File: src/terminal_line_controller_core_defines.svh
// Assertion macros for the terminal line controller.
// Used by terminal_line_controller_core; no other dependencies.
`ifndef TERMINAL_LINE_CONTROLLER_CORE_DEFINES_SVH
`define TERMINAL_LINE_CONTROLLER_CORE_DEFINES_SVH

`ifndef SYNTHESIS
// Same-cycle implication
`define TLC_ASSERT_IMPL(name, clk_sig, rst_sig, ante, cons) \
  name: assert property (@(posedge clk_sig) disable iff (rst_sig) (ante) |-> (cons)) \
    else $error("tlc: assertion failed");
// Next-cycle implication
`define TLC_ASSERT_NEXT(name, clk_sig, rst_sig, ante, cons) \
  name: assert property (@(posedge clk_sig) disable iff (rst_sig) (ante) |=> (cons)) \
    else $error("tlc: assertion failed");
`else
`define TLC_ASSERT_IMPL(name, clk_sig, rst_sig, ante, cons)
`define TLC_ASSERT_NEXT(name, clk_sig, rst_sig, ante, cons)
`endif

`endif

File: src/tlc_pkg.sv
// Shared constants, types and address helpers for the terminal line controller.
// No dependencies; imported by every module of the block.
`timescale 1ns / 1ps

package tlc_pkg;

  // Geometry
  localparam int LINE_COLS  = 80;
  localparam int TERMINALS  = 4;
  localparam int KEY_CAP    = LINE_COLS - 2;
  localparam int LINE_BYTES = LINE_COLS + 1;
  localparam int WRAP_LEN   = LINE_COLS - 1;
  localparam int LINE_DEPTH = TERMINALS * LINE_BYTES;
  localparam int KEY_DEPTH  = TERMINALS * KEY_CAP;

  // Widths
  localparam int TERM_W  = 2;
  localparam int LEN_W   = 7;
  localparam int LADDR_W = $clog2(LINE_DEPTH);
  localparam int KADDR_W = $clog2(KEY_DEPTH);
  localparam int KIDX_W  = $clog2(KEY_CAP);
  localparam int KCNT_W  = $clog2(KEY_CAP + 1);

  localparam logic [7:0] NEWLINE = 8'h0A;

  // Register offsets within a terminal's group
  localparam logic [1:0] SUB_KEY_DATA = 2'd0;
  localparam logic [1:0] SUB_KEY_STAT = 2'd1;
  localparam logic [1:0] SUB_SCR_DATA = 2'd2;
  localparam logic [1:0] SUB_SCR_STAT = 2'd3;

  typedef enum logic [2:0] {
    OP_BUS_RD  = 3'd0,
    OP_BUS_WR  = 3'd1,
    OP_TICK    = 3'd2,
    OP_PUSH    = 3'd3,
    OP_CLR_OUT = 3'd4,
    OP_PEEK    = 3'd5
  } opcode_t;

  typedef enum logic [1:0] {
    ST_OK      = 2'd0,
    ST_BAD_DEV = 2'd1,
    ST_BUSY    = 2'd2,
    ST_BAD_OP  = 2'd3
  } status_t;

  typedef enum logic [1:0] {
    MODE_NORMAL = 2'd0,
    MODE_SCROLL = 2'd1,
    MODE_CLEAR  = 2'd2
  } line_mode_t;

  // What a latched command needs doing
  typedef enum logic [2:0] {
    ACT_RESP,
    ACT_POP,
    ACT_PUSH,
    ACT_PUT,
    ACT_NEWLINE,
    ACT_CLR_OUT,
    ACT_PEEK,
    ACT_TICK
  } act_t;

  // Source of read_data in the result
  typedef enum logic [2:0] {
    RS_ZERO,
    RS_KEY,
    RS_KEY_FLAG,
    RS_NORMAL_FLAG,
    RS_LINE
  } rsel_t;

  // Datapath operations issued by the controller
  typedef enum logic [4:0] {
    CMD_NONE,
    CMD_SWEEP,
    CMD_LATCH,
    CMD_KEY_RD,
    CMD_KEY_POP,
    CMD_KEY_PUSH,
    CMD_NEWLINE,
    CMD_PUT_CH,
    CMD_PUT_TERM,
    CMD_ZERO_HEAD,
    CMD_CLR_OUT,
    CMD_PEEK_RD,
    CMD_TICK_INIT,
    CMD_TICK_NEXT,
    CMD_SCR_RD,
    CMD_SCR_WR,
    CMD_SCR_TERM,
    CMD_CLR_RD0,
    CMD_CLR_SHIFT,
    CMD_CLR_END
  } dp_op_t;

  typedef enum logic [3:0] {
    S_SWEEP,
    S_IDLE,
    S_DISPATCH,
    S_POP,
    S_RESP,
    S_PUT_TERM,
    S_PUT_HEAD,
    S_TICK_EVAL,
    S_SCR_WR,
    S_SCR_TERM,
    S_CLR_SHIFT,
    S_CLR_END,
    S_TICK_NEXT
  } tlc_state_t;

  typedef struct packed {
    dp_op_t op;
    logic   resp;
  } dp_cmd_t;

  typedef struct packed {
    act_t       act;
    logic       put_wrap;
    logic       scr_more;
    logic       clr_last;
    logic       tick_last;
    line_mode_t tt_mode;
    logic       tt_empty;
    logic       sweep_done;
  } dp_stat_t;

  typedef struct packed {
    logic [2:0] opcode;
    logic [4:0] device_id;
    logic [7:0] data;
    logic [1:0] terminal;
    logic [6:0] column;
  } request_t;

  typedef struct packed {
    logic [1:0] status;
    logic [7:0] read_data;
    logic [6:0] visible_length;
    logic [1:0] output_mode;
  } result_t;

  // Flat line memory address of a terminal's byte
  function automatic logic [LADDR_W-1:0] lb_addr(input logic [TERM_W-1:0] t,
                                                 input logic [LEN_W-1:0] c);
    return LADDR_W'(t) * LADDR_W'(LINE_BYTES) + LADDR_W'(c);
  endfunction

  // Flat key memory address of a terminal's FIFO slot
  function automatic logic [KADDR_W-1:0] kb_addr(input logic [TERM_W-1:0] t,
                                                 input logic [KIDX_W-1:0] i);
    return KADDR_W'(t) * KADDR_W'(KEY_CAP) + KADDR_W'(i);
  endfunction

endpackage

File: src/tlc_controller.sv
// Controller state machine: sequences datapath operations for each command transfer.
// Depends on tlc_pkg; drives tlc_datapath.
`timescale 1ns / 1ps

module tlc_controller import tlc_pkg::*; (
  input  logic     clk,
  input  logic     rst,
  input  logic     start,
  input  dp_stat_t stat,
  output logic     busy,
  output dp_cmd_t  cmd
);

  tlc_state_t state;
  tlc_state_t state_next;

  // State register; reset begins the line memory sweep
  always_ff @(posedge clk) begin
    if (rst) begin
      state <= S_SWEEP;
    end else begin
      state <= state_next;
    end
  end

  // Next state
  always_comb begin
    state_next = state;
    unique case (state)
      S_SWEEP:    if (stat.sweep_done) state_next = S_IDLE;
      S_IDLE:     if (start) state_next = S_DISPATCH;
      S_DISPATCH: begin
        unique case (stat.act)
          ACT_POP:  state_next = S_POP;
          ACT_PUT:  state_next = S_PUT_TERM;
          ACT_TICK: state_next = S_TICK_EVAL;
          ACT_PUSH, ACT_NEWLINE, ACT_CLR_OUT, ACT_PEEK: state_next = S_RESP;
          default:  state_next = S_IDLE;
        endcase
      end
      S_POP:      state_next = S_IDLE;
      S_RESP:     state_next = S_IDLE;
      S_PUT_TERM: state_next = stat.put_wrap ? S_PUT_HEAD : S_RESP;
      S_PUT_HEAD: state_next = S_RESP;
      S_TICK_EVAL: begin
        unique case (stat.tt_mode)
          MODE_SCROLL: state_next = S_SCR_WR;
          MODE_CLEAR:  state_next = stat.tt_empty ? S_TICK_NEXT : S_CLR_SHIFT;
          default:     state_next = S_TICK_NEXT;
        endcase
      end
      S_SCR_WR:    state_next = stat.scr_more ? S_SCR_TERM : S_TICK_NEXT;
      S_SCR_TERM:  state_next = S_TICK_NEXT;
      S_CLR_SHIFT: if (stat.clr_last) state_next = S_CLR_END;
      S_CLR_END:   state_next = S_TICK_NEXT;
      S_TICK_NEXT: state_next = stat.tick_last ? S_RESP : S_TICK_EVAL;
      default:     state_next = S_IDLE;
    endcase
  end

  // Outputs
  always_comb begin
    busy     = (state != S_IDLE);
    cmd.op   = CMD_NONE;
    cmd.resp = 1'b0;
    unique case (state)
      S_SWEEP:    cmd.op = CMD_SWEEP;
      S_IDLE:     if (start) cmd.op = CMD_LATCH;
      S_DISPATCH: begin
        unique case (stat.act)
          ACT_POP:     cmd.op = CMD_KEY_RD;
          ACT_PUSH:    cmd.op = CMD_KEY_PUSH;
          ACT_PUT:     cmd.op = CMD_PUT_CH;
          ACT_NEWLINE: cmd.op = CMD_NEWLINE;
          ACT_CLR_OUT: cmd.op = CMD_CLR_OUT;
          ACT_PEEK:    cmd.op = CMD_PEEK_RD;
          ACT_TICK:    cmd.op = CMD_TICK_INIT;
          default:     cmd.resp = 1'b1;
        endcase
      end
      S_POP: begin
        cmd.op   = CMD_KEY_POP;
        cmd.resp = 1'b1;
      end
      S_RESP:     cmd.resp = 1'b1;
      S_PUT_TERM: cmd.op = CMD_PUT_TERM;
      S_PUT_HEAD: cmd.op = CMD_ZERO_HEAD;
      S_TICK_EVAL: begin
        unique case (stat.tt_mode)
          MODE_SCROLL: cmd.op = CMD_SCR_RD;
          MODE_CLEAR:  cmd.op = stat.tt_empty ? CMD_CLR_END : CMD_CLR_RD0;
          default:     cmd.op = CMD_NONE;
        endcase
      end
      S_SCR_WR:    cmd.op = CMD_SCR_WR;
      S_SCR_TERM:  cmd.op = CMD_SCR_TERM;
      S_CLR_SHIFT: cmd.op = CMD_CLR_SHIFT;
      S_CLR_END:   cmd.op = CMD_CLR_END;
      S_TICK_NEXT: if (!stat.tick_last) cmd.op = CMD_TICK_NEXT;
      default:     cmd.op = CMD_NONE;
    endcase
  end

endmodule

File: config.mk
export PLATFORM = sky130hd
export DESIGN_NAME = tlc_controller
export DESIGN_NICKNAME = d
export VERILOG_FILES = /design/src/terminal_line_controller_core_defines.svh /design/src/tlc_pkg.sv /design/src/tlc_controller.sv
export SDC_FILE = /design/constraint.sdc
export NUM_CORES = 1
export LEC_CHECK = 0
export ABC_AREA = 1
export BUFFER_PORTS_ARGS = -buffer_cell sky130_fd_sc_hd__clkbuf_2
export CELL_PAD_IN_SITES_DETAIL_PLACEMENT = 2
export CELL_PAD_IN_SITES_GLOBAL_PLACEMENT = 2
export CORE_ASPECT_RATIO = 1.5
export CORE_MARGIN = 3
export CORE_UTILIZATION = 24
export DETAILED_ROUTE_END_ITERATION = 6
export GPL_TIMING_DRIVEN = 0
export PLACE_DENSITY = 0.85
export REMOVE_ABC_BUFFERS = 1
export SETUP_SLACK_MARGIN = 0.02
export SLEW_MARGIN = 20
export SYNTH_ARGS = -nofsm -noshare
export SYNTH_HDL_FRONTEND = slang
export SYNTH_SLANG_ARGS = --single-unit
File: constraint.sdc
create_clock -name clk -period 2.09 [get_ports clk]
set_input_delay 0 -clock clk [delete_from_list [all_inputs] [get_ports clk]]
set_output_delay 0 -clock clk [all_outputs]
set_load 0.02 [all_outputs]
==> run summary, run 1 <==
Placer Congestion: 0.778
dpl cells: 154
Worst Setup End Kind: output port
nets: 154
root buf cell: clkbuf_4
Cells after Synth: 111
Reg2Reg Launch Point: state[1]
Peak Freq: 597 MHz
internal power: 0.219 mW
setup violators final: 0
Die X: 46.7 µm
hpwl dp: 1990 µm
WP data arrival: 1670 ps
share of layout cells above drive strength 1: 22.2%
Total Die Area: 3130 µm²
RSZ-0062 raised after global routing: no
beginning of the worst hold path: stat[5]
first-pass GRT wire length: 3610 µm
ANT cells: 0
Clock Skew: 0.215 ps
drt drc: 0
Initial Utilization: 25.8%
post-CTS sizing: 0
CTS max path bufs: 2
Final Cell Area: 758 µm²
Clk Latency, worst-skew pair: 230 ps
WL per Instance: 14.1 µm
slew at the pin closest to its max-slew limit: 414 ps
non-filler cells, final: 158
port bufs: 20
remaining global-route overflow: 0
clock sink total: 4
Worst EP required: 2090 ps
Hold WC Path Type: input port to flop
warnings from Yosys: 0
clock power share: 23.3%
Worst R2R Path Depth: 7
CP Launch Type: flop
antenna-violating nets left: 0
vias: 800
register bit total from synthesis: 4
crit path max fanout: 7
WHS: 94.6 ps
GRT Resource Usage Total: 15.6%
total chip power: 0.396 mW
worst setup margin: 415 ps
WHS Path Cells: 4
commonest non-fill, non-tap cell in the layout: nand2_1
Flop pwr share: 23.7%
DP Area: 726 µm²
fin. max-slew vios: 0
Worst slew margin: 72.3%
commonest non-fill, non-tap cells in the layout: 32 x nand2_1, 20 x clkbuf_2, 18 x nor2_1
Hold Vio Cnt, Final: 0
pre-CTS WS: 648 ps
TritonRoute pass-1 iters: 4
slowest stage delay, CP: 360 ps
largest net degree at the start of global routing: 8
Avg Cell Area, Syn: 5.38 µm²
filler instances: 328
H-tree depth: 1
R2R Path End: state[1]
reg2reg setup slack: 690 ps
Largest Register: state
Setup TNS Final: 0 ps
maximum vdd drop: 0.303 mV
number of global-route vias before repair: 871
Die Span Y: 67.1 µm
drt via density: 5.06
Slowest cell on crit path: dfxtp_1
CTS tree: done
initial antenna violation count: 0
critical path depth: 6
delay-heaviest family, CP: simple AND/OR/NAND/NOR gates
max_cap viols: 0
initial detailed-routing violation count: 6
critical-path cell list: nor2_1, inv_1, o21ai_0, a21oi_1, nand3b_1, clkbuf_2
max reg flops: 4
Switching Power: 0.177 mW
I/O pin cnt: 21
Final Cycle Share: 80.1%
CTS Buf Count: 3
Pwr Density: 523 nW/µm²
Distinct cells, synth: 20
hold endpoint: state[1]
sequential area share after synthesis: 13.4%
Post-CTS Setup Bufs: 0
post-synthesis cell area: 597 µm²
CTS clk-pin slew, worst paths: 30 ps
P_leak: 0.424 nW
combinational power share: 53.0%
num rows: 21
Sw Share: 44.8%
Core Box Area: 2310 µm²
Layout area overhead: 27.0%
critical path class: flop to output port
Post-Route WL: 2230 µm
minimum clock period: 1670 ps
largest registers: state (4)
Final Util: 32.8%
status: complete, no violations
CP bufs+invs: 2
[power by group through the flow]
| stage | clock network [mW] | logic [mW] | registers, mW |
|---|---|---|---|
| 2_1_floorplan | 0 | 0.139 | 0.0929 |
| 3_3_place_gp | 0 | 0.204 | 0.0946 |
| 3_5_place_dp | 0 | 0.213 | 0.0948 |
| 4_1_cts | 0.0963 | 0.216 | 0.0937 |
| 5_1_grt | 0.101 | 0.240 | 0.0952 |
| 6_report | 0.0922 | 0.210 | 0.0941 |
[worst reg2reg max path, cell delays in order, from the launching register on]
cell,delay (ps)
dfxtp_1,360
nor2_1,360
nand3b_1,220
nand2_1,120
nor2_1,50
nand2_1,60
nand2_1,50
a21oi_1,120
[logic make-up (layout without fill, tap and decap cells)]
| kind of cell | after synthesis | after routing | share of synthesized area [%] |
|---|---|---|---|
| xor gates and xnor gates | 1 | 1 | 1.47 |
| adders and majority gates | 3 | 3 | 6.29 |
| and+or+nand+nor | 66 | 66 | 49.5 |
| AOI/OAI and AO/OA | 20 | 20 | 18.7 |
| buffers and inverters | 17 | 41 | 10.7 |
| DFF | 4 | 4 | 13.4 |
[cells in the mapped netlist]
master | number | share of area, %
nand2_1 | 32 | 20
nor3_1 | 1 | 0.84
nor2_4 | 1 | 1.9
nand2_4 | 1 | 1.9
o21ai_0 | 6 | 5.0
o22ai_1 | 2 | 2.1
nor2_1 | 18 | 11
inv_1 | 15 | 9.4
nand3b_1 | 3 | 3.8
inv_2 | 2 | 1.3
xor2_1 | 1 | 1.5
nand3_1 | 4 | 3.4
ha_1 | 3 | 6.3
nor2_2 | 1 | 1.0
nand4_1 | 3 | 3.1
or2_2 | 2 | 2.1
dfxtp_1 | 4 | 13
a21oi_1 | 9 | 7.5
o2111ai_1 | 1 | 1.5
o211ai_1 | 2 | 2.5
[metal layers]
layer  vias to the layer above  global-route usage (%)  share of wire (%)
li1                        408                       -                  -
met1                       375                    15.7                 38
met2                        15                    32.1                 59
met3                         2                   0.541                2.6
met4                         0                    4.15               0.45
met5                         -                       0                  0
[worst max path at each step]
stage,slack (ps),to,from
final,420,cmd[3],state[1]
after global routing,240,cmd[3],state[0]
after CTS,390,cmd[3],state[1]
after detailed placement,650,cmd[3],state[1]
after global placement,700,state[1],state[1]
after floorplan,840,state[0],state[0]
[layout make-up]
| cell class | count | area, µm² | area share, % |
|---|---|---|---|
| clock buffer | 3 | 22.5 | 2.97 |
| inverter | 17 | 63.8 | 8.42 |
| multi-input combinational | 90 | 453 | 59.7 |
| sequential | 4 | 80.1 | 10.6 |
| tap | 23 | 28.8 | 3.80 |
| timing repair buffer | 21 | 110 | 14.5 |
[repair_timing]
action / in CTS / in global routing
hold buffers: 1 / 0
hold endpoints to repair: 3 / 0
setup endpoints to repair: 0 / 0
Power figures use the tool's default switching activity.
==> inputs of run 2 (changes only) <==
CORE_UTILIZATION = 22   (was 24)
PLACE_DENSITY = 0.79   (was 0.85)
clock period = 1.6 ns   (was 2.09 ns; I/O delays follow)
==> run summary, run 2 (synthesis results as in run 1) <==
nets: 157 (+1.9%)
drt drc: 0 (unchanged)
CP Launch Type: flop
commonest non-fill, non-tap cells in the layout: 29 x nand2_1, 20 x clkbuf_2, 16 x nor2_1
launch point of the worst path: state[1]
R2R Path End: state[0]
Hold WC Path Type: input port to flop
Hold Vio Cnt, Final: 0 (unchanged)
TritonRoute pass-1 iters: 4 (unchanged)
CTS max path bufs: 2 (unchanged)
minimum clock period: 1440 ps
number of global-route vias before repair: 878 (+0.80%)
Worst Setup End Kind: output port
Worst slew margin: 83.4% (+11 points)
Final Cycle Share: 89.9%
GRT Resource Usage Total: 14.9% (-0.70 points)
setup violators final: 0 (unchanged)
Total Die Area: 3390 µm² (+8.1%)
Reg2Reg Launch Point: state[0]
critical-path cell list: nor2_4, nand3b_1, o21ai_0, a21oi_1, nand3b_1, clkbuf_2
first-pass GRT wire length: 3950 µm (+9.4%)
vias: 804 (+0.50%)
num rows: 22 (+4.8%)
fin. max-slew vios: 0 (unchanged)
remaining global-route overflow: 0 (unchanged)
drt via density: 4.62 (-8.7%)
crit path max fanout: 7 (unchanged)
initial antenna violation count: 0 (unchanged)
Final Util: 33.1% (+0.27 points)
Slowest cell on crit path: dfxtp_2
H-tree depth: 1 (unchanged)
dpl cells: 167 (+8.4%)
P_leak: 0.445 nW (+5.0%)
WP data arrival: 1440 ps (-230 ps)
Worst R2R Path Depth: 9 (+2)
Core Box Area: 2500 µm² (+8.3%)
share of layout cells above drive strength 1: 31.9% (+9.7 points)
worst setup margin: 161 ps (-254 ps)
commonest non-fill, non-tap cell in the layout: nand2_1
antenna-violating nets left: 0 (unchanged)
non-filler cells, final: 174 (+10%)
Die X: 48.5 µm (+3.9%)
I/O pin cnt: 21 (unchanged)
wl on met1: 840 µm (-1.6%)
CTS clk-pin slew, worst paths: 40 ps (about the same)
maximum vdd drop: 0.379 mV (+25%)
max_cap viols: 0 (unchanged)
largest registers: state (4)
Pwr Density: 673 nW/µm² (+29%)
met3 wire length: 78 µm (+32%)
port bufs: 20 (unchanged)
Layout area overhead: 38.8%
CTS Buf Count: 3 (unchanged)
slowest stage delay, CP: 410 ps (+50 ps)
Clock Skew: 0.673 ps (+0.457 ps)
ANT cells: 0 (unchanged)
root buf cell: clkbuf_4
Die Span Y: 69.8 µm (+4.0%)
Placer Congestion: 0.773 (-0.64%)
CTS tree: done
worst setup path end: cmd[3]
status: complete, no violations
uppermost layer routed: met4
Initial Utilization: 23.8% (-2.0 points)
initial detailed-routing violation count: 11 (+5)
clock sink total: 4 (unchanged)
Post-Route WL: 2280 µm (+2.0%)
Setup TNS Final: 0 ps (unchanged)
pre-CTS WS: 143 ps (-505 ps)
WL per Instance: 13.1 µm (-7.4%)
Clk Latency, worst-skew pair: 240 ps (about the same)
Largest Register: state
max reg flops: 4 (unchanged)
Peak Freq: 695 MHz
critical path class: flop to output port
hpwl dp: 1950 µm (-2.2%)
RSZ-0062 raised after global routing: no
largest net degree at the start of global routing: 8 (unchanged)
Worst EP required: 1600 ps (-490 ps)
most used cell, CP: nand3b_1
slew at the pin closest to its max-slew limit: 248 ps (-166 ps)
wire length on met2: 1310 µm (-0.15%)
reg2reg setup slack: 310 ps (-380 ps)
## run 2: cell count changes in the layout (fill, tap and decap cells not counted), moves of 2 or more
cell / previous run / this run
nand2_2: 0 / 3
buf_4: 0 / 3
nand2_1: 32 / 29
nor2_1: 18 / 16
nor2_4: 1 / 3
dfxtp_1: 4 / 0
dfxtp_2: 0 / 4
## run 2: worst min-delay path by stage
stage	startpoint	to	slack (ps)	depth (start not counted)
2_1_floorplan	rst	state[1]	70	1
3_3_place_gp	rst	state[3]	210	2
6_report	stat[5]	state[1]	100	4
4_1_cts	stat[5]	state[1]	90	4
3_5_place_dp	rst	state[3]	220	2
5_1_grt	stat[5]	state[1]	100	4
## run 2: layer usage
| layer | global-route usage, % | vias up |
|---|---|---|
| li1 | - | 414 |
| met2 | 29.1 | 18 |
| met3 | 2.80 | 5 |
| met1 | 14.6 | 367 |
| met4 | 6.96 | 0 |
| met5 | 0 | - |
## run 2: area by class of cell
| cell class | count | area (µm²) |
|---|---|---|
| clock buffer | 3 | 22.5 |
| timing repair buffer | 24 | 133 |
| inverter | 17 | 63.8 |
| fill | 326 | 1680 |
| sequential | 4 | 85.1 |
| multi-input combinational | 90 | 479 |
| tap | 36 | 45.0 |
## run 2: power by group
part	switching (mW)	internal [mW]
clock	0.0418	0.0839
sequential	0.0197	0.113
combinational	0.189	0.110
total	0.251	0.306
## run 2: worst max-delay path: cells and delay by family (launching register included)
family,cells,cell delay (ps)
and+or+nand+nor,3,320
DFF,1,410
AOI/OAI and AO/OA,2,300
buffers and inverters,1,160
## run 2: stage by stage
| stage | instance area [µm²] | hold WS, ps | power, mW |
|---|---|---|---|
| after floorplan | 597 | 69.1 | 0.302 |
| after global placement | 742 | 214 | 0.392 |
| after detailed placement | 742 | 216 | 0.399 |
| after CTS | 796 | 89.8 | 0.548 |
| after global routing | 828 | 95.8 | 0.624 |
| final | 828 | 95.9 | 0.557 |
## run 2: what timing repair did
item / in CTS / in global routing
pin swaps: 1 / 0
cloned: 0 / 0
hold buffers: 1 / 0
endpoints found under the hold margin: 3 / 0
resized for setup: 4 / 10
setup endpoints to repair: 3 / 5
setup buffers: 2 / 1
